[src/hw/rtl/pipt_pkg.sv]
`timescale 1ns / 1ps

package pipt_pkg;

  // Operation codes carried in the input tuser field.
  localparam logic FUNC_WRITE = 1'b0;
  localparam logic FUNC_TEST  = 1'b1;

  // Cycles between the closing-edge command and a settled crossing count.
  localparam int unsigned DRAIN_CYCLES = 3;

  // Command word from the controller to the datapath.
  typedef struct packed {
    logic start;        // clear the crossing count for a new test
    logic rd_en;        // read one vertex from the store
    logic rd_first;     // the read vertex is vertex zero
    logic rd_step;      // the read vertex closes an edge with the previous one
    logic close;        // evaluate the closing edge back to vertex zero
    logic load_result;  // copy the count into the result register
  } pipt_cmd_t;

endpackage

[src/hw/rtl/point_in_polygon_test_core.sv]
`timescale 1ns / 1ps
// Point test: the controller walks the n vertices in use, evaluates the closing edge and
// drains the pipeline before loading the result; with fewer than two vertices it skips the walk.
// The walk reads one vertex per cycle from the single read port of the vertex store.
// Vertex write: no result. A finished result waits in an output register.
// Reset (synchronous, active low) clears control state and vertex_count; the vertex
// store is not cleared and holds undefined data until written.

module point_in_polygon_test_core import pipt_pkg::*; #(
  parameter int MAX_VERTICES = 64,
  parameter int COORD_BITS   = 16
) (
  input  logic        clk,
  input  logic        rst_n,
  input  logic        cfg_we,
  input  logic [6:0]  cfg_wdata,     // vertex_count
  input  logic        in_tvalid,
  output logic        in_tready,
  input  logic [39:0] in_tdata,      // vertex_index[5:0], coord_x[21:6], coord_y[37:22]
  input  logic        in_tuser,      // func
  output logic        out_tvalid,
  input  logic        out_tready,
  output logic [7:0]  out_tdata,     // crossing_count[6:0]
  output logic        out_tuser      // is_outside
);

  localparam int AW = $clog2(MAX_VERTICES);
  localparam int CW = $clog2(MAX_VERTICES + 1);

  logic                         in_fire;
  logic signed [15:0]           in_coord_x, in_coord_y;
  logic signed [COORD_BITS-1:0] coord_x_c, coord_y_c;
  pipt_cmd_t                    cmd;
  logic [AW-1:0]                rd_addr;
  logic [CW-1:0]                result_count;

  assign in_fire    = in_tvalid && in_tready;
  assign in_coord_x = in_tdata[21:6];
  assign in_coord_y = in_tdata[37:22];
  assign coord_x_c  = COORD_BITS'(in_coord_x);
  assign coord_y_c  = COORD_BITS'(in_coord_y);

  pipt_ctrl #(
    .MAX_VERTICES(MAX_VERTICES)
  ) u_ctrl (
    .clk       (clk),
    .rst_n     (rst_n),
    .cfg_we    (cfg_we),
    .cfg_wdata (cfg_wdata),
    .in_fire   (in_fire),
    .in_func   (in_tuser),
    .in_tready (in_tready),
    .out_tready(out_tready),
    .out_tvalid(out_tvalid),
    .cmd       (cmd),
    .rd_addr   (rd_addr)
  );

  pipt_datapath #(
    .MAX_VERTICES(MAX_VERTICES),
    .COORD_BITS  (COORD_BITS)
  ) u_datapath (
    .clk         (clk),
    .rst_n       (rst_n),
    .in_fire     (in_fire),
    .in_func     (in_tuser),
    .in_index    (in_tdata[5:0]),
    .in_x        (coord_x_c),
    .in_y        (coord_y_c),
    .cmd         (cmd),
    .rd_addr     (rd_addr),
    .result_count(result_count)
  );

  // An even crossing count means the point lies outside.
  assign out_tdata = {1'b0, 7'(result_count)};
  assign out_tuser = ~result_count[0];

endmodule

[src/hw/rtl/pipt_ctrl.sv]
`timescale 1ns / 1ps

module pipt_ctrl import pipt_pkg::*; #(
  parameter int MAX_VERTICES = 64
) (
  input  logic                            clk,
  input  logic                            rst_n,
  input  logic                            cfg_we,
  input  logic [6:0]                      cfg_wdata,
  input  logic                            in_fire,
  input  logic                            in_func,
  output logic                            in_tready,
  input  logic                            out_tready,
  output logic                            out_tvalid,
  output pipt_cmd_t                       cmd,
  output logic [$clog2(MAX_VERTICES)-1:0] rd_addr
);

  localparam int AW = $clog2(MAX_VERTICES);
  localparam int CW = $clog2(MAX_VERTICES + 1);
  localparam int DCW = $clog2(DRAIN_CYCLES);

  typedef enum logic [2:0] {
    S_IDLE,
    S_READ,
    S_CLOSE,
    S_DRAIN,
    S_RESULT
  } state_t;

  state_t          state_r, state_nxt;
  logic [6:0]      vcount_r, vcount_nxt;
  logic [CW-1:0]   n_r, n_nxt;
  logic [CW-1:0]   n_sat;
  logic [AW-1:0]   idx_r, idx_nxt;
  logic [DCW-1:0]  drain_r, drain_nxt;
  pipt_cmd_t       cmd_r, cmd_nxt;
  logic [AW-1:0]   rd_addr_r, rd_addr_nxt;
  logic            out_valid_r, out_valid_nxt;

  // Vertex count in use, saturated to the store depth.
  assign n_sat = (32'(vcount_r) > 32'(MAX_VERTICES)) ? CW'(MAX_VERTICES) : CW'(vcount_r);

  // Next-state and command logic.
  always_comb begin
    state_nxt     = state_r;
    vcount_nxt    = vcount_r;
    n_nxt         = n_r;
    idx_nxt       = idx_r;
    drain_nxt     = drain_r;
    cmd_nxt       = '0;
    rd_addr_nxt   = rd_addr_r;
    out_valid_nxt = out_valid_r;

    if (cfg_we) begin
      vcount_nxt = cfg_wdata;
    end

    // The result register fills in the cycle after the registered load command.
    if (cmd_r.load_result) begin
      out_valid_nxt = 1'b1;
    end else if (out_tready) begin
      out_valid_nxt = 1'b0;
    end

    unique case (state_r)
      S_IDLE: begin
        if (in_fire && (in_func == FUNC_TEST)) begin
          cmd_nxt.start = 1'b1;
          n_nxt         = n_sat;
          idx_nxt       = '0;
          drain_nxt     = '0;
          // With fewer than two vertices no edge can straddle the point.
          if (n_sat < CW'(2)) begin
            state_nxt = S_DRAIN;
          end else begin
            state_nxt = S_READ;
          end
        end
      end
      S_READ: begin
        cmd_nxt.rd_en    = 1'b1;
        cmd_nxt.rd_first = (idx_r == '0);
        cmd_nxt.rd_step  = (idx_r != '0);
        rd_addr_nxt      = idx_r;
        if (idx_r == AW'(n_r - CW'(1))) begin
          state_nxt = S_CLOSE;
        end else begin
          idx_nxt = idx_r + AW'(1);
        end
      end
      S_CLOSE: begin
        cmd_nxt.close = 1'b1;
        drain_nxt     = '0;
        state_nxt     = S_DRAIN;
      end
      S_DRAIN: begin
        if (drain_r == DCW'(DRAIN_CYCLES - 1)) begin
          state_nxt = S_RESULT;
        end else begin
          drain_nxt = drain_r + DCW'(1);
        end
      end
      S_RESULT: begin
        if (!out_valid_r || out_tready) begin
          cmd_nxt.load_result = 1'b1;
          state_nxt           = S_IDLE;
        end
      end
      default: begin
        state_nxt = S_IDLE;
      end
    endcase
  end

  // State and registered outputs.
  always_ff @(posedge clk) begin
    if (!rst_n) begin
      state_r     <= S_IDLE;
      vcount_r    <= '0;
      n_r         <= '0;
      idx_r       <= '0;
      drain_r     <= '0;
      cmd_r       <= '0;
      rd_addr_r   <= '0;
      out_valid_r <= 1'b0;
    end else begin
      state_r     <= state_nxt;
      vcount_r    <= vcount_nxt;
      n_r         <= n_nxt;
      idx_r       <= idx_nxt;
      drain_r     <= drain_nxt;
      cmd_r       <= cmd_nxt;
      rd_addr_r   <= rd_addr_nxt;
      out_valid_r <= out_valid_nxt;
    end
  end

  assign in_tready  = (state_r == S_IDLE);
  assign out_tvalid = out_valid_r;
  assign cmd        = cmd_r;
  assign rd_addr    = rd_addr_r;

  // A vertex read never overlaps with accepting a new transaction.
  a_read_busy: assert property (@(posedge clk) disable iff (!rst_n)
    cmd_r.rd_en |-> !in_tready)
    else $error("vertex read issued while the input is open");

  // The result register is never overwritten while it still holds a result.
  a_load_free: assert property (@(posedge clk) disable iff (!rst_n)
    cmd_r.load_result |-> !out_valid_r)
    else $error("result loaded over a pending result");

  // Only one kind of command is issued in a cycle.
  a_cmd_onehot: assert property (@(posedge clk) disable iff (!rst_n)
    $onehot0({cmd_r.start, cmd_r.rd_en, cmd_r.close, cmd_r.load_result}))
    else $error("conflicting commands");

  // The walk always starts at vertex zero.
  a_first_zero: assert property (@(posedge clk) disable iff (!rst_n)
    cmd_r.rd_first |-> (rd_addr_r == '0))
    else $error("first vertex read from a nonzero slot");

  // The closing edge is followed by the pipeline drain.
  a_close_drain: assert property (@(posedge clk) disable iff (!rst_n)
    cmd_r.close |=> (state_r == S_DRAIN))
    else $error("closing edge not followed by drain");

endmodule

[src/hw/rtl/pipt_datapath.sv]
`timescale 1ns / 1ps

module pipt_datapath import pipt_pkg::*; #(
  parameter int MAX_VERTICES = 64,
  parameter int COORD_BITS   = 16
) (
  input  logic                            clk,
  input  logic                            rst_n,
  input  logic                            in_fire,
  input  logic                            in_func,
  input  logic [5:0]                      in_index,
  input  logic signed [COORD_BITS-1:0]    in_x,
  input  logic signed [COORD_BITS-1:0]    in_y,
  input  pipt_cmd_t                       cmd,
  input  logic [$clog2(MAX_VERTICES)-1:0] rd_addr,
  output logic [$clog2(MAX_VERTICES+1)-1:0] result_count
);

  localparam int AW = $clog2(MAX_VERTICES);
  localparam int CW = $clog2(MAX_VERTICES + 1);
  localparam int C  = COORD_BITS;
  localparam int DW = COORD_BITS + 1;
  localparam int PW = 2 * DW;

  // Vertex store, y in the upper half and x in the lower half.
  logic [2*C-1:0] mem [MAX_VERTICES];
  logic [2*C-1:0] rd_q;

  logic signed [C-1:0] px_r, py_r;
  logic signed [C-1:0] prev_x_r, prev_y_r, v0_x_r, v0_y_r;
  logic                s1_first_r, s1_step_r, s1_close_r;

  logic signed [C-1:0] cur_x, cur_y, ax, ay, bx, by;
  logic signed [DW-1:0] dpx, dcx, ds1, ds2, ua, ud;
  logic                 straddle;

  logic signed [DW-1:0] ua_r, ud_r, s1_r, s2_r;
  logic                 s2_valid_r;
  logic signed [PW-1:0] p_r, q_r;
  logic                 s3_valid_r;
  logic [CW-1:0]        count_r;
  logic [CW-1:0]        result_r;

  logic wr_en;

  assign wr_en = in_fire && (in_func == FUNC_WRITE) && (32'(in_index) < 32'(MAX_VERTICES));

  // Store write on a vertex transaction, registered read for the walk.
  always_ff @(posedge clk) begin
    if (wr_en) begin
      mem[AW'(in_index)] <= {in_y, in_x};
    end
    if (cmd.rd_en) begin
      rd_q <= mem[rd_addr];
    end
  end

  // Test point is captured at acceptance.
  always_ff @(posedge clk) begin
    if (in_fire) begin
      px_r <= in_x;
      py_r <= in_y;
    end
  end

  // Stage one flags are registered from the read command, so they line up with the read data.
  always_ff @(posedge clk) begin
    if (!rst_n) begin
      s1_first_r <= 1'b0;
      s1_step_r  <= 1'b0;
      s1_close_r <= 1'b0;
    end else begin
      s1_first_r <= cmd.rd_en && cmd.rd_first;
      s1_step_r  <= cmd.rd_en && cmd.rd_step;
      s1_close_r <= cmd.close;
    end
  end

  assign cur_x = rd_q[C-1:0];
  assign cur_y = rd_q[2*C-1:C];

  // Edge from the previous vertex to the current one, or back to vertex zero.
  assign ax = prev_x_r;
  assign ay = prev_y_r;
  assign bx = s1_close_r ? v0_x_r : cur_x;
  assign by = s1_close_r ? v0_y_r : cur_y;

  always_ff @(posedge clk) begin
    if (s1_first_r || s1_step_r) begin
      prev_x_r <= cur_x;
      prev_y_r <= cur_y;
    end
    if (s1_first_r) begin
      v0_x_r <= cur_x;
      v0_y_r <= cur_y;
    end
  end

  // Straddle test and the differences for the cross-multiplication.
  always_comb begin
    straddle = ((ax < px_r) && (px_r < bx)) || ((ax > px_r) && (px_r > bx));
    dpx = $signed({px_r[C-1], px_r}) - $signed({bx[C-1], bx});
    dcx = $signed({ax[C-1], ax}) - $signed({bx[C-1], bx});
    ds1 = $signed({ay[C-1], ay}) - $signed({by[C-1], by});
    ds2 = $signed({py_r[C-1], py_r}) - $signed({by[C-1], by});
    ua  = dpx[DW-1] ? -dpx : dpx;
    ud  = dcx[DW-1] ? -dcx : dcx;
  end

  always_ff @(posedge clk) begin
    ua_r <= ua;
    ud_r <= ud;
    s1_r <= ds1;
    s2_r <= ds2;
  end

  // Products of both sides of the height comparison.
  always_ff @(posedge clk) begin
    p_r <= PW'(ua_r) * PW'(s1_r);
    q_r <= PW'(s2_r) * PW'(ud_r);
  end

  // Valid pipeline and crossing counter.
  always_ff @(posedge clk) begin
    if (!rst_n) begin
      s2_valid_r <= 1'b0;
      s3_valid_r <= 1'b0;
      count_r    <= '0;
    end else begin
      s2_valid_r <= (s1_step_r || s1_close_r) && straddle;
      s3_valid_r <= s2_valid_r;
      if (cmd.start) begin
        count_r <= '0;
      end else if (s3_valid_r && (p_r >= q_r)) begin
        count_r <= count_r + CW'(1);
      end
    end
  end

  // Result register seen on the output channel.
  always_ff @(posedge clk) begin
    if (cmd.load_result) begin
      result_r <= count_r;
    end
  end

  assign result_count = result_r;

endmodule
[config.mk]
export PLATFORM = sky130hd
export DESIGN_NAME = point_in_polygon_test_core
export DESIGN_NICKNAME = d
export VERILOG_FILES = /design/src/hw/rtl/pipt_pkg.sv /design/src/hw/rtl/point_in_polygon_test_core.sv /design/src/hw/rtl/pipt_ctrl.sv /design/src/hw/rtl/pipt_datapath.sv
export SDC_FILE = /design/constraint.sdc
export NUM_CORES = 2
export LEC_CHECK = 0
export ABC_CLOCK_PERIOD_IN_PS = 6740
export BUFFER_PORTS_ARGS = -buffer_cell sky130_fd_sc_hd__buf_2
export CELL_PAD_IN_SITES_DETAIL_PLACEMENT = 1
export CELL_PAD_IN_SITES_GLOBAL_PLACEMENT = 2
export CORE_UTILIZATION = 39
export CTS_CLUSTER_DIAMETER = 150
export CTS_CLUSTER_SIZE = 10
export DETAILED_ROUTE_END_ITERATION = 8
export PLACE_DENSITY = 0.75
export RECOVER_POWER = 100
export SKIP_CTS_REPAIR_TIMING = 1
export SYNTH_ARGS = -nofsm -noshare
export SYNTH_HDL_FRONTEND = slang
export SYNTH_HIERARCHICAL = 1
export SYNTH_SLANG_ARGS = --single-unit
[constraint.sdc]
create_clock -name clk -period 6.74 [get_ports clk]
set_input_delay 0.674 -clock clk [delete_from_list [all_inputs] [get_ports clk]]
set_output_delay 0.674 -clock clk [all_outputs]
set_load 0.01 [all_outputs]
==> impl_metrics.json <==
{
  "grt.total_usage": 0.1976,
  "ctsRootBufferMaster": "clkbuf_16",
  "whs_ns": 0.1107,
  "coreArea_sq_um": 288600,
  "layout-drive-gt1-share": 0.1738,
  "finalHoldViolCount": 0,
  "die_width_microns": 541.3,
  "drt_wl_total_mm": 288.0,
  "critPathTopFamily": "adder cells",
  "cp_slowest_cell": "fa_1",
  "syn_area_sq_um": 113400,
  "drv_cap": 127,
  "drtIter0Drc": 4771,
  "grtUsageMet1": 0.2580,
  "synthTopCellsByCount": "2183 x edfxtp_1, 696 x inv_1, 670 x mux4_2, 596 x fa_1, 361 x nand2_1",
  "routed_via_density": 5.454,
  "antenna_left": 0,
  "clock-sinks": 2368,
  "worstPathMaxFanout": 7,
  "status": "complete, but fails checks",
  "grt.met3_usage": 0.03089,
  "grt_max_degree": 99,
  "path_class": "flop to flop",
  "use_met2": 0.3452,
  "synthMostInstantiatedCell": "edfxtp_1",
  "path_buf_inv": 4,
  "ys_top_cells_by_area": "edfxtp_1 58%, mux4_2 13%, fa_1 11%",
  "clkTransAtPathRegs_ns": 0.06,
  "grt_pass1_wl_mm": 428.5,
  "syn-num-nets": 7502,
  "slew_headroom": -1.333,
  "clock_path_buffers": 4,
  "first_pass_iters": 5,
  "finalSetupViolCount": 0,
  "worstSkewPairLatency_ns": 0.89,
  "die_area_sq_um": 293000,
  "die_y_microns": 541.3,
  "syn_area_per_cell_sq_um": 17.29,
  "syn_to_final_growth_pct": 11.42,
  "cts_tree": "built",
  "synth_cell_types": 89,
  "cp.arrival_ns": 7.09,
  "vias": 58770,
  "antenna_found_initial": 19,
  "rsz0062_at_grt": "no",
  "gp_congestion": 0.8041,
  "cts_buffers": 280,
  "grt_overflow_total": 0,
  "gr-max-usage-layer": "met2",
  "crit_path_frequent_cell": "fa_1",
  "rows": 197,
  "netlist.area_leader.share": 0.5779,
  "max_freq_mhz": 154.8,
  "htree_levels": 5,
  "wl_per_cell_microns": 26.73,
  "synthArstFlopShare": 0,
  "cp_cell_sequence": "clkbuf_1, nand2_1, fa_1, fa_1, fa_1, inv_1, fa_1, fa_1, inv_1, fa_1, inv_1, ha_1, or2_2, nand2_1, a21oi_1, nor2_1, nor2_1, o21a_1, o41a_1, xor2_1",
  "fin_cells": 10780,
  "yosys_warnings": 6,
  "postLayoutCoreUtil": 0.4379,
  "synth-edff-count": 2183,
  "port_buffers": 60,
  "nets": 7778,
  "setup.worst_path.end_class": "flop",
  "slowest_delay_ns": 0.54,
  "synth_area_leader_cell": "edfxtp_1",
  "initial_core_util": 0.3930,
  "synth-seq-area-share": 0.6105,
  "dp_cells": 10440,
  "yosys_register_bits": 2368,
  "cp-start-kind": "flop",
  "min_path_type": "input pin to flop",
  "required_ns": 7.37,
  "grt_pass1_vias": 64440,
  "violations": "capacitance limit, slew limit",
  "finClkSkew_ns": 0.1128,
  "fin_crit_sh": 0.9582,
  "syn_inst": 6561,
  "dominantRegCellSynth": "edfxtp_1",
  "tns_ns": 0,
  "tightest_slew_ns": 3.499,
  "timing_max_transition_violations_final": 4038,
  "io_pins": 64,
  "drcViolationCount": 0,
  "min_period_ns": 6.458,
  "dp_hpwl_mm": 188.3
}
## stage by stage
step | cell area (sq um) | worst slack (ns)
after floorplan | 113400 | 0.5853
after global placement | 119600 | 0.1021
after detailed placement | 119600 | 0.07442
after CTS | 127200 | 0.002337
after global routing | 126400 | 0.01447
final | 126400 | 0.2816
## worst paths after layout
kind         cells after the start  slack [ns]                   from               endpoint
min reg2reg                      1        0.43  u_datapath/s2_valid_r  u_datapath/s3_valid_r
min                              3        0.11           cfg_wdata[0]     u_ctrl/vcount_r[0]
max reg2reg                     20        0.28    u_datapath/ua_r[10]     u_datapath/p_r[19]
max                             20        0.28    u_datapath/ua_r[10]     u_datapath/p_r[19]
## placed cells by master, fill, tap and decap left out, drive strengths merged, types with 26 or more instances in the layout
cell type	netlist	layout
nand2b	26	26
fa	596	596
and2	297	297
buf	75	127
ha	292	292
nand3	32	32
mux4	670	670
nor3	35	35
inv	696	706
xor2	50	50
dfxtp	185	185
edfxtp	2183	2183
clkbuf	183	447
mux2i	42	42
a21o	43	43
o21ai	75	75
a21oi	132	132
nor2	199	199
xnor2	104	104
nand2	361	361
o21a	26	26
## state kept, by name (all words and copies together) (netlist names), 17 cells and up
register,flops
u_datapath/ud_r,17
u_datapath/q_r,34
u_datapath/rd_q,32
u_datapath/s2_r,17
u_datapath/ua_r,17
u_datapath/s1_r,17
u_datapath/p_r,34
u_datapath/mem,2048
## per-layer routing
metal,wire (microns),share of wire
met3,16830,0.058
met5,53,0.00018
met4,6724,0.023
met1,117700,0.41
met2,146700,0.51
## worst register-to-register path: stages (launching register included)
cell and delay [ns]:
dfxtp_1 0.52, clkbuf_1 0.23, nand2_1 0.10, fa_1 0.51
fa_1 0.51, fa_1 0.51, inv_1 0.06, fa_1 0.49
fa_1 0.50, inv_1 0.05, fa_1 0.54, inv_1 0.06
ha_1 0.32, or2_2 0.32, nand2_1 0.13, a21oi_1 0.06
nor2_1 0.18, nor2_1 0.07, o21a_1 0.20, o41a_1 0.33
xor2_1 0.51
## kinds of logic (layout without fill, tap and decap cells)
kind of cell,after synthesis,count (layout),share of synthesized area
AOI/OAI and AO/OA,392,392,0.02289
xor gates and xnor gates,154,154,0.01189
adders and majority gates,888,888,0.1374
buffers and inverters,955,1286,0.03241
DFF,2368,2368,0.6105
muxes,718,718,0.1374
other,1,5,0.00003306
and+or+nand+nor,1085,1085,0.04752
## cell type report
cell class	instances	area, sq um
Antenna cell	4	10.01
Multi-Input combinational cell	3238	40530
Clock buffer	322	7335
Timing Repair Buffer	252	1533
Fill cell	27700	162200
Inverter	697	2616
Tap cell	3880	4855
Clock inverter	15	209.0
Sequential cell	2368	69310
Power is left out: the tool's default activity adds up to more than one toggle a clock period on the data nets, which glitch-free logic cannot reach.
